==> src/sv/fsfp_pkg.sv <==
// Shared types, codes and helpers for the format spec field parser.
package fsfp_pkg;

    // Saturation limit for decimal width and precision
    localparam logic [30:0] SatMax = 31'h7FFF_FFFF;

    // Raw input transfer
    typedef struct packed {
        logic [7:0]         ch;
        logic signed [31:0] star_arg;
        logic               last;
    } item_t;

    // Result transfer
    typedef struct packed {
        logic               left_justify;
        logic               force_sign;
        logic               space_sign;
        logic               alt_form;
        logic               zero_pad;
        logic [30:0]        min_width;
        logic signed [31:0] precision;
        logic [7:0]         conversion;
    } result_t;

    // Character classes decided by the front end
    typedef enum logic [3:0] {
        CLS_MINUS = 4'd0,
        CLS_PLUS  = 4'd1,
        CLS_SPACE = 4'd2,
        CLS_HASH  = 4'd3,
        CLS_ZERO  = 4'd4,
        CLS_DIGIT = 4'd5,
        CLS_STAR  = 4'd6,
        CLS_DOT   = 4'd7,
        CLS_OTHER = 4'd8
    } cls_t;

    // Classified character as it travels from front to back
    typedef struct packed {
        cls_t               cls;
        logic [3:0]         digit;
        logic               int_conv;
        logic               last;
        logic signed [31:0] star_arg;
        logic [7:0]         ch;
    } cls_item_t;

    // Queue status seen by both ends
    typedef struct packed {
        logic empty;
        logic full;
    } q_status_t;

    // Back end activity
    typedef struct packed {
        logic take;
        logic take_last;
    } back_status_t;

    // Width scan phase
    typedef enum logic [3:0] {
        WP_FLAGS  = 4'b0001,
        WP_SEEK   = 4'b0010,
        WP_DIGITS = 4'b0100,
        WP_DONE   = 4'b1000
    } wphase_t;

    // Precision scan phase
    typedef enum logic [3:0] {
        DP_NONE   = 4'b0001,
        DP_JUST   = 4'b0010,
        DP_DIGITS = 4'b0100,
        DP_DONE   = 4'b1000
    } dphase_t;

    // Flag bit positions
    localparam int FbMinus = 0;
    localparam int FbPlus  = 1;
    localparam int FbSpace = 2;
    localparam int FbHash  = 3;
    localparam int FbZero  = 4;

    // v * 10 + d, saturated
    function automatic logic [30:0] dec_push(input logic [30:0] v, input logic [3:0] d);
        logic [34:0] r;
        r = ({4'd0, v} << 3) + ({4'd0, v} << 1) + {31'd0, d};
        if (r > {4'd0, SatMax})
            return SatMax;
        else
            return r[30:0];
    endfunction

endpackage

==> src/sv/fsfp_front.sv <==
// Front end: classifies each incoming character.
module fsfp_front (
    input  fsfp_pkg::item_t     item,
    output fsfp_pkg::cls_item_t cls_item
);

    logic [7:0] c;
    logic       is_dig;

    assign c      = item.ch;
    assign is_dig = (c >= 8'h30) && (c <= 8'h39);

    // Character class, payload and integer conversion test ("diuxX")
    always_comb
    begin
        cls_item.cls = fsfp_pkg::CLS_OTHER;
        priority if (c == 8'h2D)
            cls_item.cls = fsfp_pkg::CLS_MINUS;
        else if (c == 8'h2B)
            cls_item.cls = fsfp_pkg::CLS_PLUS;
        else if (c == 8'h20)
            cls_item.cls = fsfp_pkg::CLS_SPACE;
        else if (c == 8'h23)
            cls_item.cls = fsfp_pkg::CLS_HASH;
        else if (c == 8'h30)
            cls_item.cls = fsfp_pkg::CLS_ZERO;
        else if (is_dig)
            cls_item.cls = fsfp_pkg::CLS_DIGIT;
        else if (c == 8'h2A)
            cls_item.cls = fsfp_pkg::CLS_STAR;
        else if (c == 8'h2E)
            cls_item.cls = fsfp_pkg::CLS_DOT;
        else
            cls_item.cls = fsfp_pkg::CLS_OTHER;
        cls_item.digit    = c[3:0];
        cls_item.int_conv = (c == 8'h64) || (c == 8'h69) || (c == 8'h75) ||
                            (c == 8'h78) || (c == 8'h58);
        cls_item.last     = item.last;
        cls_item.star_arg = item.star_arg;
        cls_item.ch       = c;
    end

endmodule

==> src/sv/fsfp_queue.sv <==
// Two-entry queue of classified characters between front and back.
module fsfp_queue (
    input  logic                clk,
    input  logic                rst_n,
    input  logic                wr,
    input  fsfp_pkg::cls_item_t wr_data,
    input  logic                rd,
    output fsfp_pkg::cls_item_t rd_data,
    output fsfp_pkg::q_status_t status
);

    fsfp_pkg::cls_item_t entry_reg [2];
    logic       wr_ptr_reg, wr_ptr_next;
    logic       rd_ptr_reg, rd_ptr_next;
    logic [1:0] count_reg, count_next;
    logic       do_wr, do_rd;

    assign status.empty = (count_reg == 2'd0);
    assign status.full  = (count_reg == 2'd2);
    assign do_wr        = wr && !status.full;
    assign do_rd        = rd && !status.empty;
    assign rd_data      = entry_reg[rd_ptr_reg];

    // Pointer and count update
    always_comb
    begin
        wr_ptr_next = do_wr ? ~wr_ptr_reg : wr_ptr_reg;
        rd_ptr_next = do_rd ? ~rd_ptr_reg : rd_ptr_reg;
        count_next  = count_reg + {1'b0, do_wr} - {1'b0, do_rd};
    end

    always_ff @(posedge clk or negedge rst_n)
    begin
        if (!rst_n)
        begin
            wr_ptr_reg <= 1'b0;
            rd_ptr_reg <= 1'b0;
            count_reg  <= 2'd0;
        end
        else
        begin
            wr_ptr_reg <= wr_ptr_next;
            rd_ptr_reg <= rd_ptr_next;
            count_reg  <= count_next;
        end
    end

    // Storage, no reset
    always_ff @(posedge clk)
    begin
        if (do_wr)
            entry_reg[wr_ptr_reg] <= wr_data;
    end

endmodule

==> src/sv/fsfp_back.sv <==
// Back end: runs the field scan and holds the finished result.
module fsfp_back (
    input  logic                   clk,
    input  logic                   rst_n,
    input  fsfp_pkg::cls_item_t    cls_item,
    input  logic                   q_empty,
    output logic                   q_rd,
    input  logic                   pop,
    output logic                   empty,
    output fsfp_pkg::result_t      result,
    output fsfp_pkg::back_status_t status
);

    fsfp_pkg::wphase_t  wp_reg, wp_next, wp_scan;
    fsfp_pkg::dphase_t  dp_reg, dp_next, dp_scan;
    logic [4:0]         fl_reg, fl_next, fl_scan;
    logic [30:0]        wv_reg, wv_next, wv_scan;
    logic [31:0]        pv_reg, pv_next, pv_scan;
    logic               out_valid_reg, out_valid_next;
    fsfp_pkg::result_t  out_reg, out_next, res;
    logic               is_dig, do_seek, do_dot, take;
    logic [31:0]        neg_mag;
    logic [4:0]         f;

    assign is_dig  = (cls_item.cls == fsfp_pkg::CLS_ZERO) ||
                     (cls_item.cls == fsfp_pkg::CLS_DIGIT);
    assign neg_mag = 32'd0 - cls_item.star_arg;

    // Consume when a result slot is free, or the item makes no result
    assign take   = !q_empty && (!cls_item.last || !out_valid_reg || pop);
    assign q_rd   = take;
    assign status.take      = take;
    assign status.take_last = take && cls_item.last;

    // Field scan for one character
    always_comb
    begin
        wp_scan = wp_reg;
        dp_scan = dp_reg;
        fl_scan = fl_reg;
        wv_scan = wv_reg;
        pv_scan = pv_reg;
        do_seek = 1'b0;
        do_dot  = 1'b0;
        unique case (dp_reg)
            fsfp_pkg::DP_NONE:
            begin
                unique case (wp_reg)
                    fsfp_pkg::WP_FLAGS:
                    begin
                        unique case (cls_item.cls)
                            fsfp_pkg::CLS_MINUS: fl_scan[fsfp_pkg::FbMinus] = 1'b1;
                            fsfp_pkg::CLS_PLUS:  fl_scan[fsfp_pkg::FbPlus]  = 1'b1;
                            fsfp_pkg::CLS_SPACE: fl_scan[fsfp_pkg::FbSpace] = 1'b1;
                            fsfp_pkg::CLS_HASH:  fl_scan[fsfp_pkg::FbHash]  = 1'b1;
                            fsfp_pkg::CLS_ZERO:
                            begin
                                // second zero starts the width digits
                                if (fl_reg[fsfp_pkg::FbZero])
                                begin
                                    wv_scan = 31'd0;
                                    wp_scan = fsfp_pkg::WP_DIGITS;
                                end
                                else
                                    fl_scan[fsfp_pkg::FbZero] = 1'b1;
                            end
                            default: do_seek = 1'b1;
                        endcase
                    end
                    fsfp_pkg::WP_SEEK:
                        do_seek = 1'b1;
                    fsfp_pkg::WP_DIGITS:
                    begin
                        if (is_dig)
                            wv_scan = fsfp_pkg::dec_push(wv_reg, cls_item.digit);
                        else
                        begin
                            wp_scan = fsfp_pkg::WP_DONE;
                            do_dot  = (cls_item.cls == fsfp_pkg::CLS_DOT);
                        end
                    end
                    fsfp_pkg::WP_DONE:
                        do_dot = (cls_item.cls == fsfp_pkg::CLS_DOT);
                    default:
                        wp_scan = wp_reg;
                endcase
                // Looking for the width
                if (do_seek)
                begin
                    priority if (is_dig)
                    begin
                        wv_scan = {27'd0, cls_item.digit};
                        wp_scan = fsfp_pkg::WP_DIGITS;
                    end
                    else if (cls_item.cls == fsfp_pkg::CLS_STAR)
                    begin
                        if (cls_item.star_arg[31])
                        begin
                            wv_scan = neg_mag[31] ? fsfp_pkg::SatMax : neg_mag[30:0];
                            fl_scan[fsfp_pkg::FbMinus] = 1'b1;
                        end
                        else
                            wv_scan = cls_item.star_arg[30:0];
                        wp_scan = fsfp_pkg::WP_DONE;
                    end
                    else if (cls_item.cls == fsfp_pkg::CLS_DOT)
                    begin
                        wp_scan = fsfp_pkg::WP_DONE;
                        do_dot  = 1'b1;
                    end
                    else
                        wp_scan = fsfp_pkg::WP_SEEK;
                end
                if (do_dot)
                begin
                    dp_scan = fsfp_pkg::DP_JUST;
                    pv_scan = 32'd0;
                end
            end
            fsfp_pkg::DP_JUST:
            begin
                if (is_dig)
                begin
                    pv_scan = {28'd0, cls_item.digit};
                    dp_scan = fsfp_pkg::DP_DIGITS;
                end
                else
                begin
                    if (cls_item.cls == fsfp_pkg::CLS_STAR)
                        pv_scan = cls_item.star_arg;
                    dp_scan = fsfp_pkg::DP_DONE;
                end
            end
            fsfp_pkg::DP_DIGITS:
            begin
                if (is_dig)
                    pv_scan = {1'b0, fsfp_pkg::dec_push(pv_reg[30:0], cls_item.digit)};
                else
                    dp_scan = fsfp_pkg::DP_DONE;
            end
            fsfp_pkg::DP_DONE:
                dp_scan = dp_reg;
            default:
                dp_scan = dp_reg;
        endcase
    end

    // Flag conflict rules and result fields
    always_comb
    begin
        f = fl_scan;
        if (f[fsfp_pkg::FbMinus])
            f[fsfp_pkg::FbZero] = 1'b0;
        if (cls_item.int_conv && !pv_scan[31])
            f[fsfp_pkg::FbZero] = 1'b0;
        if (f[fsfp_pkg::FbPlus])
            f[fsfp_pkg::FbSpace] = 1'b0;
        res.left_justify = f[fsfp_pkg::FbMinus];
        res.force_sign   = f[fsfp_pkg::FbPlus];
        res.space_sign   = f[fsfp_pkg::FbSpace];
        res.alt_form     = f[fsfp_pkg::FbHash];
        res.zero_pad     = f[fsfp_pkg::FbZero];
        res.min_width    = wv_scan;
        res.precision    = pv_scan;
        res.conversion   = cls_item.ch;
    end

    // State update; the conversion character returns the scan to reset
    always_comb
    begin
        wp_next        = wp_reg;
        dp_next        = dp_reg;
        fl_next        = fl_reg;
        wv_next        = wv_reg;
        pv_next        = pv_reg;
        out_valid_next = out_valid_reg;
        out_next       = out_reg;
        if (out_valid_reg && pop)
            out_valid_next = 1'b0;
        if (take)
        begin
            if (cls_item.last)
            begin
                wp_next        = fsfp_pkg::WP_FLAGS;
                dp_next        = fsfp_pkg::DP_NONE;
                fl_next        = 5'd0;
                wv_next        = 31'd0;
                pv_next        = 32'hFFFF_FFFF;
                out_valid_next = 1'b1;
                out_next       = res;
            end
            else
            begin
                wp_next = wp_scan;
                dp_next = dp_scan;
                fl_next = fl_scan;
                wv_next = wv_scan;
                pv_next = pv_scan;
            end
        end
    end

    always_ff @(posedge clk or negedge rst_n)
    begin
        if (!rst_n)
        begin
            wp_reg        <= fsfp_pkg::WP_FLAGS;
            dp_reg        <= fsfp_pkg::DP_NONE;
            fl_reg        <= 5'd0;
            wv_reg        <= 31'd0;
            pv_reg        <= 32'hFFFF_FFFF;
            out_valid_reg <= 1'b0;
        end
        else
        begin
            wp_reg        <= wp_next;
            dp_reg        <= dp_next;
            fl_reg        <= fl_next;
            wv_reg        <= wv_next;
            pv_reg        <= pv_next;
            out_valid_reg <= out_valid_next;
        end
    end

    // Result payload, no reset
    always_ff @(posedge clk)
    begin
        out_reg <= out_next;
    end

    assign empty  = !out_valid_reg;
    assign result = out_reg;

endmodule

==> src/sv/format_spec_field_parser.sv <==
// Top level of the printf-style format spec field parser.
// Takes one conversion-token character per transfer (after the '%', the conversion
// letter marked by last) and gives one result of flags, minimum width, precision and
// conversion letter per token. A character is taken every cycle while full is low:
// the front end classifies it into a two-entry queue, and the back end scans one
// character per cycle unless a conversion character waits on a held result. A result
// reaches the result ports from the output register after its last character passes
// through the queue and the back end. A finished result waits in the output register
// while the next token's characters keep flowing; push stalls only when that register
// is still held and a conversion character is waiting behind it with the queue full.
module format_spec_field_parser (
    input  logic              clk,
    input  logic              rst_n,
    input  logic              push,
    output logic              full,
    input  fsfp_pkg::item_t   item,
    output logic              empty,
    input  logic              pop,
    output fsfp_pkg::result_t result
);

    fsfp_pkg::cls_item_t    cls_in, cls_out;
    fsfp_pkg::q_status_t    q_status;
    fsfp_pkg::back_status_t b_status;
    logic                   q_rd;

    assign full = q_status.full;

    fsfp_front u_front (
        .item     (item),
        .cls_item (cls_in)
    );

    fsfp_queue u_queue (
        .clk     (clk),
        .rst_n   (rst_n),
        .wr      (push),
        .wr_data (cls_in),
        .rd      (q_rd),
        .rd_data (cls_out),
        .status  (q_status)
    );

    fsfp_back u_back (
        .clk      (clk),
        .rst_n    (rst_n),
        .cls_item (cls_out),
        .q_empty  (q_status.empty),
        .q_rd     (q_rd),
        .pop      (pop),
        .empty    (empty),
        .result   (result),
        .status   (b_status)
    );

    // A result appears only from a consumed conversion character
    a_result_from_last: assert property (@(posedge clk) disable iff (!rst_n)
        $fell(empty) |-> $past(b_status.take_last))
        else $error("result appeared without a conversion character");

    // A full queue is never empty in the next cycle
    a_full_drain: assert property (@(posedge clk) disable iff (!rst_n)
        q_status.full |=> !q_status.empty)
        else $error("queue drained too fast");

    // The back end only consumes what is queued
    a_take_nonempty: assert property (@(posedge clk) disable iff (!rst_n)
        b_status.take |-> !q_status.empty)
        else $error("back end took from an empty queue");

    // A held result blocks a further conversion unless it is popped
    a_no_overwrite: assert property (@(posedge clk) disable iff (!rst_n)
        (b_status.take_last && !empty) |-> pop)
        else $error("result overwritten");

endmodule
==> config.mk <==
export PLATFORM = sky130hd
export DESIGN_NAME = format_spec_field_parser
export DESIGN_NICKNAME = d
export VERILOG_FILES = /design/src/sv/fsfp_pkg.sv /design/src/sv/fsfp_front.sv /design/src/sv/fsfp_queue.sv /design/src/sv/fsfp_back.sv /design/src/sv/format_spec_field_parser.sv
export SDC_FILE = /design/constraint.sdc
export NUM_CORES = 1
export LEC_CHECK = 0
export BUFFER_PORTS_ARGS = -buffer_cell sky130_fd_sc_hd__buf_2
export CAP_MARGIN = 0
export CELL_PAD_IN_SITES_DETAIL_PLACEMENT = 1
export CELL_PAD_IN_SITES_GLOBAL_PLACEMENT = 2
export CORE_AREA = 2 2 182 255
export CTS_CLUSTER_DIAMETER = 200
export DETAILED_ROUTE_END_ITERATION = 10
export DIE_AREA = 0 0 184 257
export GPL_TIMING_DRIVEN = 0
export PLACE_DENSITY = 0.76
export SLEW_MARGIN = 40
export SYNTH_ARGS = -nofsm -noshare
export SYNTH_HDL_FRONTEND = slang
export SYNTH_HIERARCHICAL = 1
export SYNTH_SLANG_ARGS = --single-unit
==> constraint.sdc <==
create_clock -name clk -period 5.2 [get_ports clk]
set_input_delay 0.26 -clock clk [delete_from_list [all_inputs] [get_ports clk]]
set_output_delay 0.26 -clock clk [all_outputs]
set_load 0.03 [all_outputs]
==> results by group <==
Outcome
  – Status: finished clean

STA
  – Worst-margin pin slew: 0.950 ns
  – Max_slew headroom: 36.7%
  – Final Hold Fails: 0
  – Setup TNS: 0 ns
  – RSZ-0062 raised after global routing: true
  – Final worst-path cycle share: 98.2%
  – Setup Viol. Count Final: 0
  – Skew final: 0.0278 ns
  – Tmin final: 5.11 ns
  – Final slew viol count: 0
  – Max Clock Freq: 196 MHz

Clock network
  – Htree depth: 1
  – Clk buf depth: 3
  – CTS tree: yes
  – Num CTS Buffers: 29
  – Clk sink count: 257
  – Clock transition at path regs: 0.06 ns
  – CTS Root Cell: clkbuf_16
  – Clock Latency Late Sink: 0.60 ns

Layout
  – Max reg flops: 100
  – ANT cells: 0
  – Syn-to-layout area delta: 17.3%
  – Fill cells: 5,054
  – Layout cells sized above 1: 19.2%
  – Final Net Count: 2,158

Routing
  – Routed length per instance: 26.6 um
  – Max Used Layer: met4
  – Metal1 wirelength: 26,600 um
  – First-iteration detailed-routing DRC count: 907
  – Pre-antenna DRT Iters: 5
  – Met3 wire len: 2370 um
  – Antenna viol nets, final: 0
  – Vias per cell: 5.96
  – DRC viols: 0
  – Met2 routed WL: 35,800 um
  – Routed WL: 68,400 um
  – Via count: 15,300

Global route
  – Largest net degree at the start of global routing: 54
  – Gr ovfl total: 0
  – First-pass GRT wire length: 103,000 um
  – Initial antenna violation count: 0
  – Total global-route track usage: 28.8%
  – Vias in the first global route: 16,400

Synth
  – Post-Syn Area: 0.0178 sq mm
  – Synth Net Count: 1,975
  – Post-Syn Area per Cell: 9.88 sq um
  – Cell count after synthesis: 1,801
  – Synth warnings: 6

Place
  – GP Congestion: 0.932
  – DP HPWL: 51,100 um
  – IO buf count: 89

Die
  – Die area: 0.0473 sq mm
  – Die X: 184 um
  – Die Ht: 257 um
  – Core Area: 0.0449 sq mm
  – Initial core utilization: 39.6%
  – IO Pins: 123
  – FP Rows: 92

Critical path
  – Required @ worst endpoint: 5.49 ns
  – Worst-path fanout max: 10
  – Crit. End Element: register
  – Critical path launch point type: register
  – Critical path type: register to register
  – Crit path DAT: 5.39 ns

Run
  – Max-cap violations: 0

Worst hold path
  – Hold Crit Class: primary input to register
-- per-layer routing --
| metal | vias to the layer above | GRT usage [%] |
|---|---|---|
| li1 | 7100 | - |
| met1 | 7681 | 32.7 |
| met4 | 0 | 15.0 |
| met3 | 147 | 3.04 |
| met2 | 402 | 52.9 |
| met5 | - | 0 |
-- path summary, 6_finish.rpt --
path | startpoint | slack [ns] | depth (start not counted) | end
setup / recovery | u_queue/rd_ptr_reg$_DFFE_PN0P_ | 0.09 | 18 | u_back/result[55]$_DFFE_PP_
hold / removal | item[33] | 0.05 | 2 | u_queue/entry_reg[1][42]$_DFFE_PP_
setup reg to reg | u_queue/rd_ptr_reg$_DFFE_PN0P_ | 0.09 | 18 | u_back/result[55]$_DFFE_PP_
hold reg to reg | u_back/dp_reg[0]$_DFFE_PN1P_ | 0.49 | 2 | u_back/dp_reg[0]$_DFFE_PN1P_
max in group asynchronous | rst_n | 4.42 | 3 | u_back/pv_reg[4]$_DFFE_PN1P_
min in group asynchronous | rst_n | 0.13 | 2 | u_back/wv_reg[3]$_DFFE_PN0P_
-- critical path, cell delays in order (launching register included) --
cell	delay, ns
dfrtp_1	0.41
buf_8	0.16
buf_12	0.15
mux2_4	0.24
clkinvlp_4	0.19
fa_2	0.61
fa_2	0.25
nor2b_2	0.06
o31a_1	0.31
o211a_1	0.27
a311o_2	0.51
a21boi_4	0.31
a2111oi_2	0.12
a21oi_2	0.19
nand4b_1	0.12
buf_4	0.18
clkbuf_8	0.19
o41ai_4	0.34
a31oi_1	0.15
-- cells in the final DEF, fill, tap and decap left out, drive strengths merged, types with 12 or more instances in the layout --
master         n
edfxtp       176
buf          174
nand2        172
a21oi        163
o21ai        156
nor2         134
ha           125
clkbuf       112
mux2          53
xor2          51
dfrtp         47
a21o          42
dlygate4sd3   39
inv           37
xnor2         36
dfstp         34
nand3         29
a31oi         27
o31ai         27
nor3          26
o22a          22
a211oi        21
and2          20
o211ai        17
nand2b        16
nand4         15
a221o         14
o21a          13
o41ai         13
and3          12
-- per-stage QoR --
step / cells / utilization [%] / area, sq um / setup WS (ns) / hold WS, ns
2_1_floorplan: 1801 / - / 17800 / 0.680 / -0.0356
3_3_place_gp: 2454 / 42.2 / 18900 / -1.87 / 0.446
3_5_place_dp: 2464 / 42.7 / 19200 / -1.05 / 0.174
4_1_cts: 2564 / 46.0 / 20700 / -0.0286 / 0.0172
5_1_grt: 2571 / 46.5 / 20900 / -0.0464 / 0.0315
6_report: 2571 / 46.5 / 20900 / 0.0944 / 0.0463
-- area by class of cell --
| cell class | instances | area (sq um) | share of cell area (%) |
|---|---|---|---|
| Sequential cell | 257 | 7350 | 35.2 |
| Multi-Input combinational cell | 1372 | 9780 | 46.9 |
| Clock inverter | 16 | 186 | 0.893 |
| Inverter | 37 | 148 | 0.707 |
| Timing Repair Buffer | 152 | 1080 | 5.19 |
| Buffer | 135 | 821 | 3.93 |
| Clock buffer | 38 | 800 | 3.83 |
| Tap cell | 564 | 706 | 3.38 |
-- repair_timing --
action / 4_1_cts / 5_1_grt
hold buffers: 39 / 0
buffers inserted: 6 / 6
gates cloned: 1 / 1
pin swaps: 6 / 8
endpoints found under the hold margin: 145 / 0
endpoints found under the setup margin: 115 / 86
gates resized for setup: 24 / 35
Power is left out: the tool's default activity adds up to more than one toggle a clock period on the data nets, which glitch-free logic cannot reach.
